===== src/sv/spc_pkg.sv =====
// spc_pkg: types and constants shared by the speed PI controller files.
// Depends on nothing; compile first.
`default_nettype none

package spc_pkg;

   localparam int SPEED_W  = 16;
   localparam int ERR_W    = 17;
   localparam int SUM_W    = 24;
   localparam int TERM_W   = 16;
   localparam int DRIVE_W  = 11;
   localparam int GAIN_W   = 15;
   localparam int WIN_W    = 16;
   localparam int CSR_IDX_W  = 2;
   localparam int CSR_DATA_W = 16;

   localparam int P_SHIFT   = 14;
   localparam int I_SHIFT   = 11;
   localparam int SUM_SHIFT = 8;

   localparam logic signed [SUM_W-1:0]  SUM_LIMIT     = 24'sd1171070;
   localparam logic signed [SUM_W-1:0]  SUM_LIMIT_NEG = -24'sd1171070;
   localparam logic signed [TERM_W-1:0] DRIVE_MAX     = 16'sd800;
   localparam logic signed [TERM_W-1:0] DRIVE_MIN     = -16'sd800;

   localparam logic signed [SPEED_W-1:0] TARGET_RESET = 16'sd200;
   localparam logic [GAIN_W-1:0]         PGAIN_RESET  = 15'd300;
   localparam logic [GAIN_W-1:0]         IGAIN_RESET  = 15'd400;
   localparam logic [WIN_W-1:0]          WINDOW_RESET = 16'd1000;

   typedef enum logic [CSR_IDX_W-1:0] {
      CSR_TARGET_SPEED     = 2'd0,
      CSR_PROP_GAIN        = 2'd1,
      CSR_INTEGRAL_GAIN    = 2'd2,
      CSR_INTEGRATE_WINDOW = 2'd3
   } csr_index_type;

   typedef struct packed {
      logic signed [SPEED_W-1:0] target_speed;
      logic [GAIN_W-1:0]         prop_gain;
      logic [GAIN_W-1:0]         integral_gain;
      logic [WIN_W-1:0]          integrate_window;
   } cfg_type;

   // per-stage load strobes of the datapath
   typedef struct packed {
      logic load_int;
      logic load_mul;
      logic load_out;
   } stage_ctl_type;

endpackage

`default_nettype wire


===== src/sv/spc_if.sv =====
// spc_if: valid/ready channel interfaces for speed samples and drive words.
// Depends on nothing.
`default_nettype none

interface spc_req_if;
   logic               valid;
   logic               ready;
   logic signed [15:0] measured_speed;

   modport source (output valid, output measured_speed, input ready);
   modport sink   (input valid, input measured_speed, output ready);
endinterface

interface spc_rsp_if;
   logic               valid;
   logic               ready;
   logic signed [10:0] drive;

   modport source (output valid, output drive, input ready);
   modport sink   (input valid, input drive, output ready);
endinterface

`default_nettype wire


===== src/sv/spc_integrator.sv =====
// spc_integrator: error formation and conditional (anti-windup) integrator.
// Depends on spc_pkg.
`default_nettype none

module spc_integrator (
   input  wire logic                            clock,
   input  wire logic                            reset,
   input  wire logic                            load,
   input  wire spc_pkg::cfg_type                cfg,
   input  wire logic signed [15:0]              speed,
   output logic signed [spc_pkg::ERR_W-1:0]     err_out,
   output logic signed [spc_pkg::TERM_W-1:0]    sum_hi_out
);
   import spc_pkg::*;

   logic signed [SUM_W-1:0]  acc_ff, acc_in;
   logic signed [ERR_W-1:0]  err_ff, err;
   logic signed [TERM_W-1:0] sum_hi_ff;
   logic signed [ERR_W:0]    err_x, win_x;
   logic                     in_window, pos, neg, grow;

   assign err   = {cfg.target_speed[SPEED_W-1], cfg.target_speed} - {speed[SPEED_W-1], speed};
   assign err_x = {err[ERR_W-1], err};
   assign win_x = {2'b00, cfg.integrate_window};

   assign in_window = (err_x < win_x) && (err_x > -win_x);
   assign neg  = err[ERR_W-1];
   assign pos  = !neg && (err != '0);
   assign grow = (pos && (acc_ff < SUM_LIMIT)) || (neg && (acc_ff > SUM_LIMIT_NEG));

   always_comb begin
      if (!in_window) begin
         acc_in = '0;
      end else if (grow) begin
         acc_in = acc_ff + {{(SUM_W-ERR_W){err[ERR_W-1]}}, err};
      end else begin
         acc_in = acc_ff;
      end
   end

   always_ff @(posedge clock) begin
      if (reset) begin
         acc_ff <= '0;
      end else if (load) begin
         acc_ff <= acc_in;
      end
   end

   // snapshot the updated sum for the multiply stage
   always_ff @(posedge clock) begin
      if (load) begin
         err_ff    <= err;
         sum_hi_ff <= acc_in[SUM_W-1:SUM_SHIFT];
      end
   end

   assign err_out    = err_ff;
   assign sum_hi_out = sum_hi_ff;

endmodule

`default_nettype wire


===== src/sv/spc_drive.sv =====
// spc_drive: proportional and integral products, wrap, sum and clamp.
// Depends on spc_pkg.
`default_nettype none

module spc_drive (
   input  wire logic                            clock,
   input  wire spc_pkg::stage_ctl_type          ctl,
   input  wire spc_pkg::cfg_type                cfg,
   input  wire logic signed [spc_pkg::ERR_W-1:0]  err,
   input  wire logic signed [spc_pkg::TERM_W-1:0] sum_hi,
   output logic signed [spc_pkg::DRIVE_W-1:0]   drive
);
   import spc_pkg::*;

   logic signed [ERR_W+GAIN_W:0]    p_prod;
   logic signed [TERM_W+GAIN_W:0]   i_prod;
   logic signed [TERM_W-1:0]        p_ff, i_ff, total, clamped;
   logic signed [DRIVE_W-1:0]       drive_ff;

   assign p_prod = err * $signed({1'b0, cfg.prop_gain});
   assign i_prod = sum_hi * $signed({1'b0, cfg.integral_gain});

   // keep only 16 bits above the shift: arithmetic shift, then wrap
   always_ff @(posedge clock) begin
      if (ctl.load_mul) begin
         p_ff <= p_prod[P_SHIFT+TERM_W-1:P_SHIFT];
         i_ff <= i_prod[I_SHIFT+TERM_W-1:I_SHIFT];
      end
   end

   assign total = p_ff + i_ff;

   always_comb begin
      if (total > DRIVE_MAX) begin
         clamped = DRIVE_MAX;
      end else if (total < DRIVE_MIN) begin
         clamped = DRIVE_MIN;
      end else begin
         clamped = total;
      end
   end

   always_ff @(posedge clock) begin
      if (ctl.load_out) begin
         drive_ff <= clamped[DRIVE_W-1:0];
      end
   end

   assign drive = drive_ff;

endmodule

`default_nettype wire


===== src/sv/speed_pi_controller.sv =====
// Speed PI controller with conditional integration and output clamp.
// An accepted sample moves through the stage registers to its drive word; a stalled rsp holds it.
// Throughput: one sample per cycle while rsp is not stalled; the accumulator add/compare is combinational.
// Four stages (capture, integrate, multiply, sum/clamp) each hold a word and
// close bubbles independently, so sampling continues while a result waits, until all are full.
// Reset (synchronous): clears stage valids and the accumulator, loads register defaults.
`default_nettype none

module speed_pi_controller (
   input  wire logic                              clock,
   input  wire logic                              reset,
   spc_req_if.sink                                req_bus,
   spc_rsp_if.source                              rsp_bus,
   input  wire logic                              csr_we,
   input  wire logic [spc_pkg::CSR_IDX_W-1:0]     csr_index,
   input  wire logic [spc_pkg::CSR_DATA_W-1:0]    csr_wdata
);
   import spc_pkg::*;

   cfg_type                   cfg_ff;
   stage_ctl_type             ctl;
   logic                      cap_v_ff, int_v_ff, mul_v_ff, out_v_ff;
   logic                      en_cap, en_int, en_mul, en_out;
   logic signed [SPEED_W-1:0] speed_ff;
   logic signed [ERR_W-1:0]   err;
   logic signed [TERM_W-1:0]  sum_hi;

   always_ff @(posedge clock) begin
      if (reset) begin
         cfg_ff.target_speed     <= TARGET_RESET;
         cfg_ff.prop_gain        <= PGAIN_RESET;
         cfg_ff.integral_gain    <= IGAIN_RESET;
         cfg_ff.integrate_window <= WINDOW_RESET;
      end else if (csr_we) begin
         case (csr_index_type'(csr_index))
            CSR_TARGET_SPEED:     cfg_ff.target_speed     <= $signed(csr_wdata);
            CSR_PROP_GAIN:        cfg_ff.prop_gain        <= csr_wdata[GAIN_W-1:0];
            CSR_INTEGRAL_GAIN:    cfg_ff.integral_gain    <= csr_wdata[GAIN_W-1:0];
            CSR_INTEGRATE_WINDOW: cfg_ff.integrate_window <= csr_wdata;
            default: ;
         endcase
      end
   end

   // a stage may load when it is empty or its word moves on
   assign en_out = !out_v_ff || rsp_bus.ready;
   assign en_mul = !mul_v_ff || en_out;
   assign en_int = !int_v_ff || en_mul;
   assign en_cap = !cap_v_ff || en_int;

   assign req_bus.ready = en_cap;

   assign ctl.load_int = en_int && cap_v_ff;
   assign ctl.load_mul = en_mul && int_v_ff;
   assign ctl.load_out = en_out && mul_v_ff;

   always_ff @(posedge clock) begin
      if (reset) begin
         cap_v_ff <= 1'b0;
         int_v_ff <= 1'b0;
         mul_v_ff <= 1'b0;
         out_v_ff <= 1'b0;
      end else begin
         if (en_cap) cap_v_ff <= req_bus.valid;
         if (en_int) int_v_ff <= cap_v_ff;
         if (en_mul) mul_v_ff <= int_v_ff;
         if (en_out) out_v_ff <= mul_v_ff;
      end
   end

   always_ff @(posedge clock) begin
      if (en_cap && req_bus.valid) begin
         speed_ff <= req_bus.measured_speed;
      end
   end

   spc_integrator u_integrator (
      .clock      (clock),
      .reset      (reset),
      .load       (ctl.load_int),
      .cfg        (cfg_ff),
      .speed      (speed_ff),
      .err_out    (err),
      .sum_hi_out (sum_hi)
   );

   spc_drive u_drive (
      .clock  (clock),
      .ctl    (ctl),
      .cfg    (cfg_ff),
      .err    (err),
      .sum_hi (sum_hi),
      .drive  (rsp_bus.drive)
   );

   assign rsp_bus.valid = out_v_ff;

endmodule

`default_nettype wire


===== src/flat_wrapper.sv =====
// flat-port wrapper written by rule: the top's interface ports become plain ports
module speed_pi_controller_flat import spc_pkg::*;
  (clock, reset, csr_we, csr_index, csr_wdata, req_bus_valid, req_bus_measured_speed, req_bus_ready, rsp_bus_valid, rsp_bus_drive, rsp_bus_ready);
  spc_req_if req_bus_i ();
  spc_rsp_if rsp_bus_i ();
  input  wire logic clock;
  input  wire logic reset;
  input  wire logic csr_we;
  input  wire logic [spc_pkg::CSR_IDX_W-1:0] csr_index;
  input  wire logic [spc_pkg::CSR_DATA_W-1:0] csr_wdata;
  input wire logic [$bits(req_bus_i.valid)-1:0] req_bus_valid;
  input wire logic [$bits(req_bus_i.measured_speed)-1:0] req_bus_measured_speed;
  output wire logic [$bits(req_bus_i.ready)-1:0] req_bus_ready;
  output wire logic [$bits(rsp_bus_i.valid)-1:0] rsp_bus_valid;
  output wire logic [$bits(rsp_bus_i.drive)-1:0] rsp_bus_drive;
  input wire logic [$bits(rsp_bus_i.ready)-1:0] rsp_bus_ready;
  assign req_bus_i.valid = req_bus_valid;
  assign req_bus_i.measured_speed = req_bus_measured_speed;
  assign req_bus_ready = req_bus_i.ready;
  assign rsp_bus_valid = rsp_bus_i.valid;
  assign rsp_bus_drive = rsp_bus_i.drive;
  assign rsp_bus_i.ready = rsp_bus_ready;
  speed_pi_controller u_core (.clock(clock), .reset(reset), .req_bus(req_bus_i), .rsp_bus(rsp_bus_i), .csr_we(csr_we), .csr_index(csr_index), .csr_wdata(csr_wdata));
endmodule

===== config.mk =====
export PLATFORM = sky130hd
export DESIGN_NAME = speed_pi_controller_flat
export DESIGN_NICKNAME = d
export VERILOG_FILES = /design/src/sv/spc_pkg.sv /design/src/sv/spc_if.sv /design/src/sv/spc_integrator.sv /design/src/sv/spc_drive.sv /design/src/sv/speed_pi_controller.sv /design/src/flat_wrapper.sv
export SDC_FILE = /design/constraint.sdc
export NUM_CORES = 2
export LEC_CHECK = 0
export CAP_MARGIN = 20
export CORE_MARGIN = 10
export CORE_UTILIZATION = 69
export CTS_CLUSTER_SIZE = 20
export DETAILED_ROUTE_END_ITERATION = 8
export DONT_BUFFER_PORTS = 1
export PLACE_DENSITY = 0.85
export SLEW_MARGIN = 10
export SYNTH_ARGS = -nofsm -noshare
export SYNTH_HDL_FRONTEND = slang
export SYNTH_SLANG_ARGS = --single-unit

===== constraint.sdc =====
create_clock -name clock -period 13.55 [get_ports clock]
set_clock_uncertainty 0.2 [all_clocks]
set_input_delay 0.6775 -clock clock [delete_from_list [all_inputs] [get_ports clock]]
set_output_delay 0.6775 -clock clock [all_outputs]
set_load 0.03 [all_outputs]

==> flow_metrics.env <==
export IMPL_drc=0
export IMPL_cp_startpoint="u_core.cfg_ff[32]$_SDFFE_PP0P_"
export IMPL_cts_setup_buffers=0
export IMPL_setup_violations=0
export IMPL_io_buffers=0
export IMPL_clock_root_buffer="clkbuf_16"
export IMPL_netlist_area_leader_share_pct=33.5
export IMPL_first_iter_violations=1623
export IMPL_endpoint_kind="flip-flop"
export IMPL_start_util_pct=69.6
export IMPL_critical_path_top_delay_family="adder cells"
export IMPL_p_leak_uw=0.0132
export IMPL_rsz0062_at_grt="false"
export IMPL_power_total_uw=4450
export IMPL_cts_buffer_depth=2
export IMPL_place_area_um2=27100
export IMPL_hold_viol=0
export IMPL_period_share_pct=52.9
export IMPL_drt_pass1_iterations=6
export IMPL_cts_resized_gates=0
export IMPL_ios=52
export IMPL_final_cell_area_um2=27700
export IMPL_yosys_register_bits=182
export IMPL_die_area_um2=47100
export IMPL_hold_worst_slack_ns=0.0659
export IMPL_timing_critical_path_buf_inv=3
export IMPL_diodes=0
export IMPL_cts_buffers=17
export IMPL_max_cap_violations=0
export IMPL_wl_per_cell_um=19.2
export IMPL_yosysWarnings=0
export IMPL_cts_hold_buf=0
export IMPL_tns_ns=0
export IMPL_die_width_um=217
export IMPL_startpoint_type="flip-flop"
export IMPL_clock_latency_ns=0.48
export IMPL_syn_area_um2=26800
export IMPL_drt_antenna_violating_nets=0
export IMPL_grt_pass1_vias=21457
export IMPL_cts_tree="yes"
export IMPL_required_ns=13.56
export IMPL_wl_um=64600
export IMPL_vias_per_cell=5.88
export IMPL_yosys_area_top_type="fa_1"
export IMPL_drv_slew=0
export IMPL_grt_usage_pct=28.2
export IMPL_fill_cells=2734
export IMPL_grt_max_degree=70
export IMPL_yosys_cell_types_count=76
export IMPL_vias=19792
export IMPL_outcome="finished clean"
export IMPL_peakVddDrop_mv=0.138
export IMPL_critPathMaxFanout=18
export IMPL_synthTopCellsByArea="fa_1, ha_1, edfxtp_1"
export IMPL_dpl_hpwl_um=51300
export IMPL_fmax_ghz=0.140
export IMPL_grt_pass1_wl_um=107000
export IMPL_worstPathArrival_ns=7.18
export IMPL_antenna_found_initial=0
export IMPL_fin_nets=3552
export IMPL_yosysSeqAreaShare_pct=17.1
export IMPL_clk_pin_slew_worst_paths_ns=0.07
export IMPL_htreeDepth=4
export IMPL_cts_sinks=182
export IMPL_avgSynthCellArea_um2=9.19
export IMPL_coreArea_um2=38500
export IMPL_drive_above_1_share_pct=2.91
export IMPL_synthToLayoutAreaGrowth_pct=3.64
export IMPL_max_slew_margin_pct=27.4
export IMPL_die_y_um=217
export IMPL_path_class="reg2reg"
export IMPL_crit_path_cell_trace="nand2_1 -> fa_1 -> fa_1 -> fa_1 -> fa_1 -> inv_1 -> fa_1 -> inv_1 -> fa_1 -> inv_1 -> ha_1 -> o21ai_0 -> a21oi_1 -> a211oi_1 -> a211oi_1 -> o21ai_0 -> a311oi_1 -> o21a_1 -> o21ai_0 -> a21boi_0 -> xor2_1"
export IMPL_async_flop_share_pct=0
export IMPL_grt_ovfl_total=0
export IMPL_synthCells=2912
export IMPL_slowest_delay_ns=0.76
export IMPL_cpMostUsedCell="fa_1"
export IMPL_hp_class="in2reg"
export IMPL_num_rows=72
export IMPL_p_per_area_nw_per_um2=161
export IMPL_dp_slack_ns=6.54
export IMPL_syn_nets=3629
export IMPL_ys_flop_type="edfxtp_1"
export IMPL_period_needed_ns=7.17
export IMPL_r2r_start="u_core.cfg_ff[32]$_SDFFE_PP0P_"
export IMPL_worstMarginPinSlew_ns=1.08
export IMPL_min_from="reset"
export IMPL_slowest_stage="dfxtp_1"
export IMPL_post_route_worst_setup_slack_ns=6.38
export IMPL_synth_edf_count=92
export IMPL_routabilityCongestion=0.970
==> power by group <==
group / internal (uW) / leakage (uW) / switching (uW) / total (uW)
combinational: 1300 / 0.0113 / 1750 / 3050
clock: 262 / 0.000304 / 259 / 521
sequential: 783 / 0.00159 / 101 / 883
total: 2350 / 0.0132 / 2110 / 4450
==> Yosys cell counts, types with 6 or more instances <==
| master | number |
|---|---|
| inv_1 | 586 |
| fa_1 | 448 |
| nand2_1 | 413 |
| and2_1 | 233 |
| ha_1 | 230 |
| nor2_1 | 108 |
| a21oi_1 | 103 |
| clkbuf_1 | 100 |
| xnor2_1 | 95 |
| edfxtp_1 | 92 |
| dfxtp_1 | 90 |
| a21o_1 | 36 |
| o21ai_0 | 36 |
| nor3_1 | 31 |
| xor2_1 | 25 |
| nor2b_1 | 22 |
| nand3_1 | 21 |
| nand4_1 | 20 |
| o21a_1 | 18 |
| mux2i_1 | 17 |
| a22o_1 | 15 |
| nand3b_1 | 14 |
| and3_1 | 11 |
| a31oi_1 | 10 |
| a22o_2 | 9 |
| nand2b_1 | 9 |
| a211oi_1 | 8 |
| o211ai_1 | 8 |
| a211o_1 | 7 |
| or2_2 | 7 |
| o2111ai_1 | 6 |
==> placed cells by master (no fill, tap or decap), types with 5 or more instances in the layout <==
cell         n
nor2_1     108
o211ai_1     8
nand2b_1     9
a21oi_1    103
nand4_1     20
or2_2        7
a22o_2       9
and3_1      11
nand3b_1    14
a211o_1      7
a31oi_1     10
and2_1     233
xor2_1      25
nand3_1     21
mux2i_1     17
fa_1       448
nor2b_1     22
o2111ai_1    6
o21a_1      18
o21ai_0     36
a211oi_1     8
ha_1       230
buf_4       12
clkbuf_16   18
or3_1        5
inv_1      586
a22o_1      15
dfxtp_1     90
nand2_1    413
xnor2_1     95
inv_8        6
a21o_1      36
edfxtp_1    92
nor3_1      30
==> sequential cells by signal, summed over array words and instances (netlist names), 11 cells and up <==
name / cells
u_core.u_drive.i_ff: 16
u_core.u_drive.p_ff: 16
u_core.cfg_ff: 62
u_core.u_integrator.err_out: 17
u_core.u_integrator.acc_ff: 24
u_core.u_drive.drive: 11
u_core.u_integrator.sum_hi_out: 16
u_core.speed_ff: 16
==> layer usage <==
| metal | GRT usage, % | up-vias | routed length [um] |
|---|---|---|---|
| li1 | - | 8879 | - |
| met1 | 34.6 | 9833 | 25200 |
| met2 | 48.1 | 878 | 31800 |
| met3 | 4.79 | 202 | 4790 |
| met4 | 12.9 | 0 | 2860 |
| met5 | 0 | - | 0 |
==> through the flow <==
stage,cells,utilization [%]
after global routing,3366,72.1
after floorplan,2912,-
after detailed placement,3333,70.4
after CTS,3365,72.0
final,3366,72.1
after global placement,3333,70.4
==> area by class of cell <==
cell class / count / area [um2] / share of cell area [%]
multi-input combinational: 2035 / 19600 / 70.6
clock buffer: 18 / 450 / 1.62
clock inverter: 14 / 164 / 0.591
timing repair buffer: 13 / 118 / 0.424
inverter: 586 / 2200 / 7.93
sequential: 182 / 4560 / 16.5
tap: 518 / 648 / 2.34
==> final timing paths <==
kind | to | slack [ns] | cells past startpoint
max | u_core.u_drive.p_ff[14]$_DFFE_PP_ | 6.38 | 21
min | u_core.cap_v_ff$_SDFFE_PP0N_ | 0.07 | 1
max reg2reg | u_core.u_drive.p_ff[14]$_DFFE_PP_ | 6.38 | 21
min reg2reg | u_core.cfg_ff[59]$_SDFFE_PP0P_ | 0.26 | 2
==> logic make-up (layout without fill, tap and decap cells) <==
| group | count (synthesis) | after routing | synth area share [%] |
|---|---|---|---|
| AND/OR/NAND/NOR | 918 | 918 | 16.6 |
| flip-flops | 182 | 182 | 17.1 |
| multiplexers | 18 | 18 | 0.678 |
| XOR/XNOR | 120 | 120 | 3.93 |
| buffers and inverters | 695 | 631 | 9.85 |
| adder cells (fa/ha/maj) | 678 | 678 | 44.3 |
| AO/OA/AOI/OAI | 301 | 301 | 7.59 |
(Power assumes the default switching activity.)
